## config.mk

```make
export PLATFORM = sky130hd
export DESIGN_NAME = json_string_unescape_utf8
export DESIGN_NICKNAME = d
export VERILOG_FILES = /design/src/jsu_pkg.sv /design/src/jsu_front.sv /design/src/jsu_fifo.sv /design/src/jsu_back.sv /design/src/json_string_unescape_utf8.sv
export SDC_FILE = /design/constraint.sdc
export NUM_CORES = 1
export LEC_CHECK = 0
export BUFFER_PORTS_ARGS = -buffer_cell sky130_fd_sc_hd__buf_4
export CAP_MARGIN = 10
export CORE_MARGIN = 4
export CORE_UTILIZATION = 35
export CTS_CLUSTER_SIZE = 20
export DETAILED_ROUTE_END_ITERATION = 6
export GPL_TIMING_DRIVEN = 0
export PLACE_DENSITY_LB_ADDON = 0.08
export SYNTH_ARGS = -nofsm -noshare
export SYNTH_HDL_FRONTEND = slang
export SYNTH_SLANG_ARGS = --single-unit
```

## constraint.sdc

```tcl
create_clock -name clk_i -period 4.9 [get_ports clk_i]
set_input_delay 0.245 -clock clk_i [delete_from_list [all_inputs] [get_ports clk_i]]
set_output_delay 0.245 -clock clk_i [all_outputs]
set_load 0.02 [all_outputs]
```

## src/jsu_pkg.sv

```systemverilog
// ----------------------------------------------------------------------------
// jsu_pkg
// Shared types and constants for the JSON string unescaper: item formats,
// result kinds, the job descriptor passed from front to back, queue status.
// ----------------------------------------------------------------------------
package jsu_pkg;

  // input item: one byte of text, or the end-of-text mark
  typedef struct packed {
    logic [7:0] in_byte;
    logic       input_end;
  } in_item_t;

  // kind of a result item
  typedef enum logic [1:0] {
    KIND_BYTE  = 2'd0,
    KIND_CLOSE = 2'd1,
    KIND_ERROR = 2'd2
  } kind_e;

  // result item
  typedef struct packed {
    logic [7:0] out_byte;
    kind_e      kind;
    logic       last_of_run;
  } out_item_t;

  // one accepted item that yields results: kind, result count (1..3) and bytes
  typedef struct packed {
    kind_e           kind;
    logic [1:0]      count;
    logic [2:0][7:0] bytes;
  } job_t;

  // queue status seen by the front and the top level
  typedef struct packed {
    logic full;
    logic empty;
  } q_status_t;

  // default number of jobs held between front and back
  localparam int unsigned QueueDepth = 2;

endpackage

```

## src/jsu_front.sv

```systemverilog
// ----------------------------------------------------------------------------
// jsu_front
// Parser front end: accepts text bytes, tracks the string/escape/hex phase,
// gathers \u code points and turns each item into a job of 0 to 3 results.
// ----------------------------------------------------------------------------
module jsu_front (
  input  logic                clk_i,
  input  logic                rst_ni,
  input  logic                in_valid_i,
  output logic                in_ready_o,
  input  jsu_pkg::in_item_t   in_data_i,
  input  jsu_pkg::q_status_t  q_status_i,
  output logic                push_o,
  output jsu_pkg::job_t       job_o
);

  localparam logic [7:0] CharQuote     = 8'h22;
  localparam logic [7:0] CharBackslash = 8'h5C;
  localparam logic [7:0] CharSlash     = 8'h2F;
  localparam logic [7:0] CharB         = 8'h62;
  localparam logic [7:0] CharF         = 8'h66;
  localparam logic [7:0] CharN         = 8'h6E;
  localparam logic [7:0] CharR         = 8'h72;
  localparam logic [7:0] CharT         = 8'h74;
  localparam logic [7:0] CharU         = 8'h75;

  typedef enum logic [1:0] {
    PH_IDLE,
    PH_STR,
    PH_ESC,
    PH_HEX
  } phase_e;

  phase_e      phase_q, phase_d;
  logic [15:0] cp_q, cp_d;
  logic [1:0]  hc_q, hc_d;
  logic        fire;
  logic [4:0]  hex;
  logic [15:0] cp_new;

  // hex digit value; bit 4 set when the byte is not a hex digit
  function automatic logic [4:0] hex_value(logic [7:0] c);
    logic [4:0] r;
    r = 5'h10;
    if (c inside {[8'h30 : 8'h39]}) begin
      r = {1'b0, 4'(c - 8'h30)};
    end else if (c inside {[8'h61 : 8'h66]}) begin
      r = {1'b0, 4'(c - 8'h61 + 8'd10)};
    end else if (c inside {[8'h41 : 8'h46]}) begin
      r = {1'b0, 4'(c - 8'h41 + 8'd10)};
    end
    return r;
  endfunction

  assign in_ready_o = !q_status_i.full;
  assign fire       = in_valid_i && in_ready_o;
  assign hex        = hex_value(in_data_i.in_byte);
  assign cp_new     = {cp_q[11:0], hex[3:0]};

  // next phase and job for the offered item
  always_comb begin
    phase_d = phase_q;
    cp_d    = cp_q;
    hc_d    = hc_q;
    push_o  = 1'b0;
    job_o   = '0;
    job_o.kind  = jsu_pkg::KIND_BYTE;
    job_o.count = 2'd1;
    if (phase_q == PH_IDLE) begin
      if (!in_data_i.input_end) begin
        if (in_data_i.in_byte == CharQuote) begin
          phase_d = PH_STR;
        end else begin
          push_o     = 1'b1;
          job_o.kind = jsu_pkg::KIND_ERROR;
        end
      end
    end else if (in_data_i.input_end) begin
      push_o     = 1'b1;
      job_o.kind = jsu_pkg::KIND_ERROR;
      phase_d    = PH_IDLE;
      cp_d       = '0;
      hc_d       = '0;
    end else begin
      case (phase_q)
        PH_STR: begin
          if (in_data_i.in_byte == CharQuote) begin
            push_o     = 1'b1;
            job_o.kind = jsu_pkg::KIND_CLOSE;
            phase_d    = PH_IDLE;
          end else if (in_data_i.in_byte == CharBackslash) begin
            phase_d = PH_ESC;
          end else begin
            push_o         = 1'b1;
            job_o.bytes[0] = in_data_i.in_byte;
          end
        end
        PH_ESC: begin
          push_o  = 1'b1;
          phase_d = PH_STR;
          case (in_data_i.in_byte)
            CharQuote:     job_o.bytes[0] = CharQuote;
            CharBackslash: job_o.bytes[0] = CharBackslash;
            CharSlash:     job_o.bytes[0] = CharSlash;
            CharB:         job_o.bytes[0] = 8'h08;
            CharF:         job_o.bytes[0] = 8'h0C;
            CharN:         job_o.bytes[0] = 8'h0A;
            CharR:         job_o.bytes[0] = 8'h0D;
            CharT:         job_o.bytes[0] = 8'h09;
            CharU: begin
              push_o  = 1'b0;
              phase_d = PH_HEX;
              cp_d    = '0;
              hc_d    = '0;
            end
            default: begin
              job_o.kind = jsu_pkg::KIND_ERROR;
              phase_d    = PH_IDLE;
              cp_d       = '0;
              hc_d       = '0;
            end
          endcase
        end
        PH_HEX: begin
          if (hex[4]) begin
            push_o     = 1'b1;
            job_o.kind = jsu_pkg::KIND_ERROR;
            phase_d    = PH_IDLE;
            cp_d       = '0;
            hc_d       = '0;
          end else if (hc_q != 2'd3) begin
            cp_d = cp_new;
            hc_d = hc_q + 2'd1;
          end else begin
            // fourth digit: utf-8 encode the code point
            push_o  = 1'b1;
            phase_d = PH_STR;
            cp_d    = '0;
            hc_d    = '0;
            if (cp_new[15:7] == '0) begin
              job_o.count    = 2'd1;
              job_o.bytes[0] = cp_new[7:0];
            end else if (cp_new[15:11] == '0) begin
              job_o.count    = 2'd2;
              job_o.bytes[0] = {3'b110, cp_new[10:6]};
              job_o.bytes[1] = {2'b10, cp_new[5:0]};
            end else begin
              job_o.count    = 2'd3;
              job_o.bytes[0] = {4'b1110, cp_new[15:12]};
              job_o.bytes[1] = {2'b10, cp_new[11:6]};
              job_o.bytes[2] = {2'b10, cp_new[5:0]};
            end
          end
        end
        default: begin
          phase_d = PH_IDLE;
        end
      endcase
    end
  end

  // parser state
  always_ff @(posedge clk_i or negedge rst_ni) begin
    if (!rst_ni) begin
      phase_q <= PH_IDLE;
      cp_q    <= '0;
      hc_q    <= '0;
    end else if (fire) begin
      phase_q <= phase_d;
      cp_q    <= cp_d;
      hc_q    <= hc_d;
    end
  end

endmodule

```

## src/jsu_fifo.sv

```systemverilog
// ----------------------------------------------------------------------------
// jsu_fifo
// Short job queue between the parser front end and the result expander.
// ----------------------------------------------------------------------------
module jsu_fifo #(
  parameter int unsigned Depth = jsu_pkg::QueueDepth
) (
  input  logic               clk_i,
  input  logic               rst_ni,
  input  logic               push_i,
  input  jsu_pkg::job_t      job_i,
  input  logic               pop_i,
  output jsu_pkg::job_t      job_o,
  output jsu_pkg::q_status_t status_o
);

  localparam int unsigned PtrW = (Depth > 1) ? $clog2(Depth) : 1;
  localparam int unsigned CntW = $clog2(Depth + 1);

  jsu_pkg::job_t   entry_q [Depth];
  logic [PtrW-1:0] wptr_q, rptr_q;
  logic [CntW-1:0] cnt_q;
  logic            do_push, do_pop;

  assign status_o.full  = (cnt_q == CntW'(Depth));
  assign status_o.empty = (cnt_q == '0);
  assign do_push        = push_i && !status_o.full;
  assign do_pop         = pop_i && !status_o.empty;
  assign job_o          = entry_q[rptr_q];

  // entry storage
  always_ff @(posedge clk_i) begin
    if (do_push) begin
      entry_q[wptr_q] <= job_i;
    end
  end

  // pointers and fill count
  always_ff @(posedge clk_i or negedge rst_ni) begin
    if (!rst_ni) begin
      wptr_q <= '0;
      rptr_q <= '0;
      cnt_q  <= '0;
    end else begin
      if (do_push) begin
        wptr_q <= (wptr_q == PtrW'(Depth - 1)) ? '0 : wptr_q + 1'b1;
      end
      if (do_pop) begin
        rptr_q <= (rptr_q == PtrW'(Depth - 1)) ? '0 : rptr_q + 1'b1;
      end
      if (do_push && !do_pop) begin
        cnt_q <= cnt_q + 1'b1;
      end else if (do_pop && !do_push) begin
        cnt_q <= cnt_q - 1'b1;
      end
    end
  end

endmodule

```

## src/jsu_back.sv

```systemverilog
// ----------------------------------------------------------------------------
// jsu_back
// Result expander: takes jobs from the queue and sends their 1 to 3
// result items through an output register, one item per cycle unless stalled.
// ----------------------------------------------------------------------------
module jsu_back (
  input  logic               clk_i,
  input  logic               rst_ni,
  input  jsu_pkg::job_t      job_i,
  input  logic               q_empty_i,
  output logic               pop_o,
  output logic               out_valid_o,
  input  logic               out_ready_i,
  output jsu_pkg::out_item_t out_data_o
);

  jsu_pkg::out_item_t out_q, out_d;
  logic               out_valid_q, out_valid_d;
  jsu_pkg::job_t      job_q, job_d;
  logic [1:0]         idx_q, idx_d;
  logic               busy_q, busy_d;
  logic               adv;

  assign adv         = !out_valid_q || out_ready_i;
  assign out_valid_o = out_valid_q;
  assign out_data_o  = out_q;

  // pick the next result: rest of the current job, else head of the queue
  always_comb begin
    out_d       = out_q;
    out_valid_d = out_valid_q;
    job_d       = job_q;
    idx_d       = idx_q;
    busy_d      = busy_q;
    pop_o       = 1'b0;
    if (adv) begin
      if (busy_q) begin
        out_d.out_byte    = job_q.bytes[idx_q];
        out_d.kind        = job_q.kind;
        out_d.last_of_run = (idx_q == job_q.count - 2'd1);
        out_valid_d       = 1'b1;
        idx_d             = idx_q + 2'd1;
        busy_d            = (idx_q != job_q.count - 2'd1);
      end else if (!q_empty_i) begin
        pop_o             = 1'b1;
        out_d.out_byte    = job_i.bytes[0];
        out_d.kind        = job_i.kind;
        out_d.last_of_run = (job_i.count == 2'd1);
        out_valid_d       = 1'b1;
        job_d             = job_i;
        idx_d             = 2'd1;
        busy_d            = (job_i.count != 2'd1);
      end else begin
        out_valid_d = 1'b0;
      end
    end
  end

  // payload registers
  always_ff @(posedge clk_i) begin
    out_q <= out_d;
    job_q <= job_d;
  end

  // control registers
  always_ff @(posedge clk_i or negedge rst_ni) begin
    if (!rst_ni) begin
      out_valid_q <= 1'b0;
      idx_q       <= '0;
      busy_q      <= 1'b0;
    end else begin
      out_valid_q <= out_valid_d;
      idx_q       <= idx_d;
      busy_q      <= busy_d;
    end
  end

endmodule

```

## src/json_string_unescape_utf8.sv

```systemverilog
// ----------------------------------------------------------------------------
// json_string_unescape_utf8
// Decodes one JSON string literal per run of text bytes into a byte stream,
// with \uXXXX escapes encoded as UTF-8.
// ----------------------------------------------------------------------------
// Input items are taken at one per cycle. The front end decides each item's
// outcome in the cycle it is accepted and queues a job of up to three result
// items; the back end issues one result item per cycle from its output
// register while the output is ready, so a \u escape that expands to two
// or three bytes occupies the output for each of them. The job queue
// (QueueDepth entries) absorbs those bursts; the input stalls only when it
// is full. With the queue and the output register free, the first result
// of an item passes through the job queue and the output register, and any
// further bytes of the same item follow without a gap.
module json_string_unescape_utf8 #(
  parameter int unsigned QueueDepth = jsu_pkg::QueueDepth
) (
  input  logic               clk_i,
  input  logic               rst_ni,
  input  logic               in_valid_i,
  output logic               in_ready_o,
  input  jsu_pkg::in_item_t  in_data_i,
  output logic               out_valid_o,
  input  logic               out_ready_i,
  output jsu_pkg::out_item_t out_data_o
);

  logic               push, pop;
  jsu_pkg::job_t      job_in, job_out;
  jsu_pkg::q_status_t q_status;

  // parser front end
  jsu_front u_front (
    .clk_i      (clk_i),
    .rst_ni     (rst_ni),
    .in_valid_i (in_valid_i),
    .in_ready_o (in_ready_o),
    .in_data_i  (in_data_i),
    .q_status_i (q_status),
    .push_o     (push),
    .job_o      (job_in)
  );

  // job queue
  jsu_fifo #(
    .Depth (QueueDepth)
  ) u_fifo (
    .clk_i    (clk_i),
    .rst_ni   (rst_ni),
    .push_i   (push && in_valid_i),
    .job_i    (job_in),
    .pop_i    (pop),
    .job_o    (job_out),
    .status_o (q_status)
  );

  // result expander
  jsu_back u_back (
    .clk_i       (clk_i),
    .rst_ni      (rst_ni),
    .job_i       (job_out),
    .q_empty_i   (q_status.empty),
    .pop_o       (pop),
    .out_valid_o (out_valid_o),
    .out_ready_i (out_ready_i),
    .out_data_o  (out_data_o)
  );

  // close and error items carry no byte and always end their run
  a_close_err_last : assert property (@(posedge clk_i) disable iff (!rst_ni)
    out_valid_o && out_data_o.kind != jsu_pkg::KIND_BYTE
    |-> out_data_o.last_of_run && out_data_o.out_byte == 8'h00)
    else $error("close or error item not last of run or byte not zero");

  // a multi-byte run continues without a gap
  a_run_no_gap : assert property (@(posedge clk_i) disable iff (!rst_ni)
    out_valid_o && out_ready_i && !out_data_o.last_of_run
    |=> out_valid_o && out_data_o.kind == jsu_pkg::KIND_BYTE)
    else $error("multi-byte run broken");

  // input stalls only behind a non-empty queue
  a_stall_queue : assert property (@(posedge clk_i) disable iff (!rst_ni)
    !in_ready_o |-> !q_status.empty)
    else $error("input stalled with empty queue");

endmodule

```

==> results of run 1 <==
==> metrics by stage <==
stage / cells / utilization
after floorplan: 430 / -
after global placement: 637 / 0.388
after detailed placement: 640 / 0.392
after CTS: 657 / 0.413
after global routing: 658 / 0.415
final: 658 / 0.415
==> cells by family after synthesis <==
| kind of cell | after synthesis |
|---|---|
| AO/OA/AOI/OAI | 96 |
| XOR/XNOR | 9 |
| adder cells (fa/ha/maj) | 6 |
| buffers and inverters | 29 |
| flip-flops | 110 |
| multiplexers | 39 |
| AND/OR/NAND/NOR | 141 |
==> state kept, by name, indices dropped and copies added (netlist names) <==
register	cells
u_front.cp_q	12
u_front.phase_q	2
u_back.idx_q	2
u_front.hc_q	2
u_fifo.rptr_q	1
u_back.out_data_o	11
u_fifo.cnt_q	2
u_fifo.entry_q	50
u_fifo.wptr_q	1
u_back.job_q	25
u_back.busy_q	1
u_back.out_valid_o	1
==> routing by layer <==
layer / vias to the layer above / wire (um) / GRT usage
met5: - / 0 / 0
met4: 0 / 295 / 0.0525
met3: 19 / 459 / 0.0336
met2: 76 / 5440 / 0.225
met1: 1657 / 5490 / 0.187
li1: 1695 / - / -
==> tightest hold or removal path, cell delays in order <==
cell	delay, ns
buf_4	0.12
nand4_2	0.09
mux2i_1	0.08
==> power by group <==
| group | switching (W) | internal, W | leakage (nW) | total, W |
|---|---|---|---|---|
| logic | 0.000610 | 0.000427 | 0.965 | 0.00104 |
| registers | 0.0000770 | 0.00131 | 1.11 | 0.00138 |
| clock network | 0.000323 | 0.000392 | 0.133 | 0.000715 |
==> how the worst max path moves through the flow <==
stage	startpoint	endpoint	slack (ns)	cells after the start
after global routing	in_data_i[1]	u_fifo.entry_q[0][8]	1.60	10
after detailed placement	in_data_i[1]	u_fifo.entry_q[1][18]	1.22	9
after CTS	in_data_i[1]	u_fifo.entry_q[1][18]	1.58	9
after floorplan	u_back.out_valid_o	u_fifo.cnt_q[1]	1.47	7
after global placement	in_data_i[1]	u_fifo.entry_q[0][10]	0.36	9
final	in_data_i[1]	u_fifo.entry_q[0][8]	1.79	10
==> final cells by class <==
cell class	count	area [um2]
Buffer	17	80.1
Clock buffer	9	225
Clock inverter	7	65.1
Fill cell	1403	8610
Inverter	12	45.0
Multi-Input combinational cell	291	2000
Sequential cell	110	3180
Tap cell	184	230
Timing Repair Buffer	28	260
==> cells in the final DEF (no fill, tap or decap), types with 3 or more instances in the layout <==
cell type / count
edfxtp_1: 86
nor2_1: 48
nand2_1: 31
mux2_2: 28
a21oi_1: 28
buf_4: 24
dfrtp_1: 24
o21ai_0: 15
inv_1: 12
mux2i_1: 10
clkbuf_1: 10
clkbuf_16: 9
nor3_1: 8
o21ai_2: 8
nand3_1: 7
o211ai_1: 7
a22o_1: 6
ha_1: 6
xnor2_1: 5
or2_2: 5
nand2b_1: 5
nor2b_1: 5
and4bb_2: 4
and2_1: 4
a31oi_1: 4
buf_2: 4
xor2_1: 4
a211o_1: 3
nand3b_1: 3
nor4_1: 3
buf_6: 3
a22oi_1: 3
clkinvlp_4: 3
==> run metrics, run 1 <==
synth-to-layout area growth 14.9%; CTS Buf Count 9; endpoints failing setup 0; CP top delay family simple AND/OR/NAND/NOR gates; simple-gate share of the synthesized area 0.138; Crit path buffers/inverters 3; RR Startpoint u_front.phase_q[1]; post-synthesis async set-or-reset flop share 0.218; hold slack 0.222 ns; IO Port Bufs 23; Tcrit/Tclk final 0.635; Die Height 131 um; dominant synthesized flop cell edfxtp_1; main combinational cell family by area after synthesis simple AND/OR/NAND/NOR gates; Hold WC Path Type in -> reg; fin area 6090 um2; Post-Synthesis Cells 430; post-synth cell types 64; n_diodes 0; first-pass GRT wire length 19300 um; largest area contributor in the netlist edfxtp_1; CTS max path bufs 2; DP HPWL between 8000 and 9000 um; mean post-synth cell area about 12 um2; final hold vios 0; Final WS setup about 1.8 ns; sequential cell area fraction in the yosys report 0.600; Max Fclk about 0.32 GHz; top post-synthesis cells by count edfxtp_1, nor2_1, nand2_1; Net Count, Synth around 450; Hold EP u_front.phase_q[1]; Slew Viols, Final 0; via/cell ratio 5.24; number of global-route vias before repair 3550; RePlAce Congestion 0.841; top cell type's share of synthesized area 0.487; number of flops mapped to enable cells by yosys 86; number of antenna violations at the first check in global routing 0; r2r setup slk 1.88 ns; hold_buf cts 1; drt pass-1 iters 4; Slew headroom 0.226; Post-Syn Area between 5000 and 6000 um2; Synth Area in Compound Gates 0.129; worst slew pin tran 1.15 ns; dominant cells by area after synthesis edfxtp_1, dfrtp_1, mux2_2; Post-CTS Resized 0; CTS tree built; layout cells sized above 1 0.224; H-tree depth 3; detailed-route via count 3447; pin count of the biggest net entering global routing 26; core area about 15000 um2; Worst EP required 4.96 ns; hold depth 3; Startpoint Class input pin; Place WS 1.22 ns; cell depth of the worst flop-to-flop path 7; clk_skew 0.00842 ns; VDD IR-drop max 0.191 mV; Die X between 100 and 150 um; total gr overflow 0; Max-Cap Viols 0; Total Power 0.00314 W; post-route ant nets 0; Skew-Pair Late Insertion Delay ~0.35 ns; GRT Util Overall 0.141; wire per inst 17.8 um; max incr delay on CP between 0.6 and 0.7 ns; status completed; pwr dens 515 nW/um2; critical path class in -> reg; effective utilization at floorplan 0.361; row count 44; CP cell instances buf_4 > inv_1 > ha_1 > or4b_4 > o2111ai_2 > o21ai_2 > o211ai_2 > and3b_1 > nor2b_2 > buf_16; Final #Nets ~490; Critical R2R Capture u_fifo.entry_q[0][8]; final worst path period need 3.11 ns; Worst Path Max Fanout 14; # IOs 26; Routed WL 11700 um; # clock sinks 110; worst path arrival time 3.17 ns; mux share of post-synthesis cell area 0.0811; initial drt markers 262; unrepaired setup endpoints after global routing false; slowest library cell on the worst path nor2b_2; yosys warns 0; Die Footprint around 17000 um2; Worst setup EP type register; adder-cell share of the synthesized area 0.0142; buffer count from post-CTS setup fixing 0; cell with the most instances after synthesis edfxtp_1; Min-Delay Startpoint in_valid_i; clk slew on worst S/H paths 0.07 ns; Post-Synth XOR/XNOR Area 0.0149; Area after DPL slightly below 6000 um2; Static Leak approximately 2.2 nW; synthesized flop and latch total 110; TNS Setup 0 ns; Root Driver clkbuf_16; DRC 0
Power figures use the tool's default switching activity.
==> run 2, diff against run 1 <==
--- a/config.mk
+++ b/config.mk
@@ -5,6 +5,7 @@
 export SDC_FILE = /design/constraint.sdc
 export NUM_CORES = 1
 export LEC_CHECK = 0
+export ABC_AREA = 1
 export BUFFER_PORTS_ARGS = -buffer_cell sky130_fd_sc_hd__buf_4
 export CAP_MARGIN = 10
 export CORE_MARGIN = 4
==> constraint.sdc (replaced) <==
create_clock -name clk_i -period 3.2 [get_ports clk_i]
set_input_delay 0.16 -clock clk_i [delete_from_list [all_inputs] [get_ports clk_i]]
set_output_delay 0.16 -clock clk_i [all_outputs]
set_load 0.02 [all_outputs]
==> run 2 against run 1 <==
Final area grew 0.47%. First-iteration DRC count shrank 16%. Sequential power grew 61%. Sequential share of layout area shrank 0.25 points. Cell count grew 19%. Combinational power grew 62%. Sequential cell count is the same. Critical endpoint is now u_fifo.entry_q[0][19]. Largest cell class unchanged.
==> run metrics, run 2 <==
Routed WL 11600 um (was 11700 um); Total Power 0.00509 W (was 0.00314 W); CTS max path bufs 2 (unchanged); commonest non-fill, non-tap cell in the layout nand2_1 (was edfxtp_1); clk_skew 0.00754 ns (was 0.00842 ns); drt pass-1 iters 4 (unchanged); CTS Buf Count 9 (unchanged); unrepaired setup endpoints after global routing false (unchanged); post-synthesis async set-or-reset flop share 0.218 (unchanged); clk slew on worst S/H paths 0.07 ns (about the same); final worst path period need 2.66 ns; Slew Viols, Final 0 (unchanged); Biggest register u_fifo.entry_q (unchanged); RePlAce Congestion 0.854 (was 0.841); Max Fclk 0.376 GHz; clock power share 0.234 (was 0.228); CP cell instances inv_1 > nor2_1 > inv_1 > o21ai_0 > a21oi_1 > nand2_1 > nand2_1 > nand2_1 > nand3_1 > inv_1 (was buf_4 > inv_1 > ha_1 > or4b_4 > o2111ai_2 > o21ai_2 > o211ai_2 > and3b_1 > nor2b_2 > buf_16); top post-synthesis cells by count nand2_1, edfxtp_1, inv_1 (was edfxtp_1, nor2_1, nand2_1); Hold WC Path Type in -> reg (unchanged); max incr delay on CP 0.75 ns (was 0.67 ns); largest area contributor in the netlist edfxtp_1 (unchanged); DP HPWL 8640 um (was 8670 um); Combinational Power Share 0.330 (was 0.331); initial drt markers 220 (was 262); number of flops mapped to enable cells by yosys 86 (unchanged); Largest register FFs 50 (unchanged); Die X 131 um (about the same); Largest regs u_fifo.entry_q x50, u_back.job_q x25, u_front.cp_q x12 (unchanged); Slew headroom 0.309 (was 0.226); Net Count, Synth 571 (was 449); post-route ant nets 0 (unchanged); pwr dens 832 nW/um2 (was 515 nW/um2); synth-to-layout area growth 15.0% (was 14.9%); dominant synthesized flop cell edfxtp_1 (unchanged); effective utilization at floorplan 0.362 (was 0.361); P_int 0.00336 W (was 0.00213 W); Max-Cap Viols 0 (unchanged); wire per inst 14.8 um (was 17.8 um); # clock sinks 110 (unchanged); via/cell ratio 4.73 (was 5.24); Place WS 0.395 ns (was 1.22 ns); pin count of the biggest net entering global routing 26 (unchanged); Static Leak 2.56 nW (was 2.21 nW); top cell type's share of synthesized area 0.485 (was 0.487); commonest non-fill, non-tap cells in the layout nand2_1, edfxtp_1, inv_1 (was edfxtp_1, nor2_1, nand2_1); Worst EP required 3.16 ns (was 4.96 ns); Worst setup EP type register (unchanged); total gr overflow 0 (unchanged); layout cells sized above 1 0.158 (was 0.224); mean post-synth cell area 9.64 um2 (was 12.3 um2); worst path arrival time 2.62 ns (was 3.17 ns); Die Height 131 um (about the same); detailed-route via count 3689 (was 3447); Die Footprint 17200 um2 (about the same); IO Port Bufs 24 (was 23); Tcrit/Tclk final 0.830; dominant cells by area after synthesis edfxtp_1, nand2_1, dfrtp_1 (was edfxtp_1, dfrtp_1, mux2_2); Startpoint Class register (was input pin); status completed (unchanged); VDD IR-drop max 0.322 mV (was 0.191 mV); synthesized flop and latch total 110 (unchanged); GRT Util Overall 0.140 (was 0.141); switching power 0.00173 W (was 0.00101 W); slowest library cell on the worst path inv_1 (was nor2b_2); n_diodes 0 (unchanged); Final WS setup 0.542 ns (was 1.79 ns); Post-CTS Resized 0 (unchanged); cell with the most instances after synthesis nand2_1 (was edfxtp_1); Area after DPL 5790 um2 (was 5770 um2); Post-Syn Area 5320 um2 (was 5310 um2); Final #Nets 610 (was 488); endpoints failing setup 0 (unchanged); H-tree depth 3 (unchanged); number of antenna violations at the first check in global routing 0 (unchanged); post-synth cell types 37 (was 64); worst slew pin tran 1.03 ns (was 1.15 ns); Post-Synthesis Cells 552 (was 430); yosys warns 0 (unchanged); Worst Path Max Fanout 25 (was 14); Root Driver clkbuf_16 (unchanged); fin area 6120 um2 (was 6090 um2); number of global-route vias before repair 3655 (was 3550); sequential cell area fraction in the yosys report 0.598 (was 0.600); DRC 0 (unchanged); final hold vios 0 (unchanged); # IOs 26 (unchanged); critical path class reg -> reg (was in -> reg); row count 44 (unchanged); Reg power frac 0.436 (was 0.441); switching portion of total power 0.340 (was 0.322); Fillers 1439 (was 1403); Skew-Pair Late Insertion Delay 0.35 ns (about the same); CTS tree built (unchanged); core area 14700 um2 (unchanged); first-pass GRT wire length 19300 um (unchanged)
## run 2: path summary, 6_finish.rpt
| path | startpoint | cells past startpoint | slack (ns) | to |
|---|---|---|---|---|
| max in group asynchronous | rst_ni | 2 | 2.65 | u_front.cp_q[4] |
| min reg2reg | u_fifo.wptr_q | 2 | 0.48 | u_fifo.wptr_q |
| max | u_front.phase_q[1] | 10 | 0.54 | u_fifo.entry_q[0][19] |
| min | out_ready_i | 4 | 0.16 | u_back.out_valid_o |
| max reg2reg | u_front.phase_q[1] | 10 | 0.54 | u_fifo.entry_q[0][19] |
| min in group asynchronous | rst_ni | 2 | 0.26 | u_back.out_valid_o |
## run 2: metrics by stage
stage               hold slack (ns)  TNS (ns)  utilization  std cells
global route                  0.177         0        0.416        780
global placement             0.0970    -14.61        0.390        760
detailed placement            0.102         0        0.394        762
CTS                           0.146         0        0.416        779
floorplan                    -0.136         0            -        552
finish                        0.159         0        0.416        780
## run 2: cell families (layout without fill, tap and decap cells)
kind of cell / after synthesis / in the layout / share of synthesized area
flops: 110 / 110 / 0.598
buf+inv: 75 / 119 / 0.0578
xor+xnor: 6 / 6 / 0.00988
simple gates: 271 / 271 / 0.222
fa+ha+maj: 6 / 6 / 0.0141
compound gates: 84 / 84 / 0.0981
## run 2: layout make-up
cell class                 count  area (um2)  share of cell area
clock inverter                 5        73.8              0.0121
multi-input combinational    367        1840               0.301
tap                          184         230              0.0376
inverter                      61         229              0.0374
clock buffer                  11         243              0.0396
buffer                        14        78.8              0.0129
sequential                   110        3180               0.520
timing repair buffer          28         240              0.0392
## run 2: worst max-delay path, delay by kind of cell, from the launching register on
| kind | cells | cell delay (ns) |
|---|---|---|
| AO/OA/AOI/OAI | 2 | 0.25 |
| buffers and inverters | 3 | 0.98 |
| flip-flops | 1 | 0.42 |
| AND/OR/NAND/NOR | 5 | 0.60 |
## run 2: power by group through the flow
stage               combinational (W)  sequential [W]  clock (W)
detailed placement            0.00170         0.00226          0
floorplan                     0.00103         0.00234          0
CTS                           0.00171         0.00223    0.00123
finish                        0.00168         0.00222    0.00119
global placement              0.00162         0.00226          0
global route                  0.00191         0.00226    0.00128
## run 2: layer usage
metal,wire [um],track usage
met1,5530,0.185
met2,5410,0.227
met3,335,0.0256
met4,294,0.0653
met5,0,0
## run 2: what timing repair did
item                      in CTS  in global routing
hold buffers                   1                  0
hold endpoints to repair      24                  0
setup buffers                  0                  0
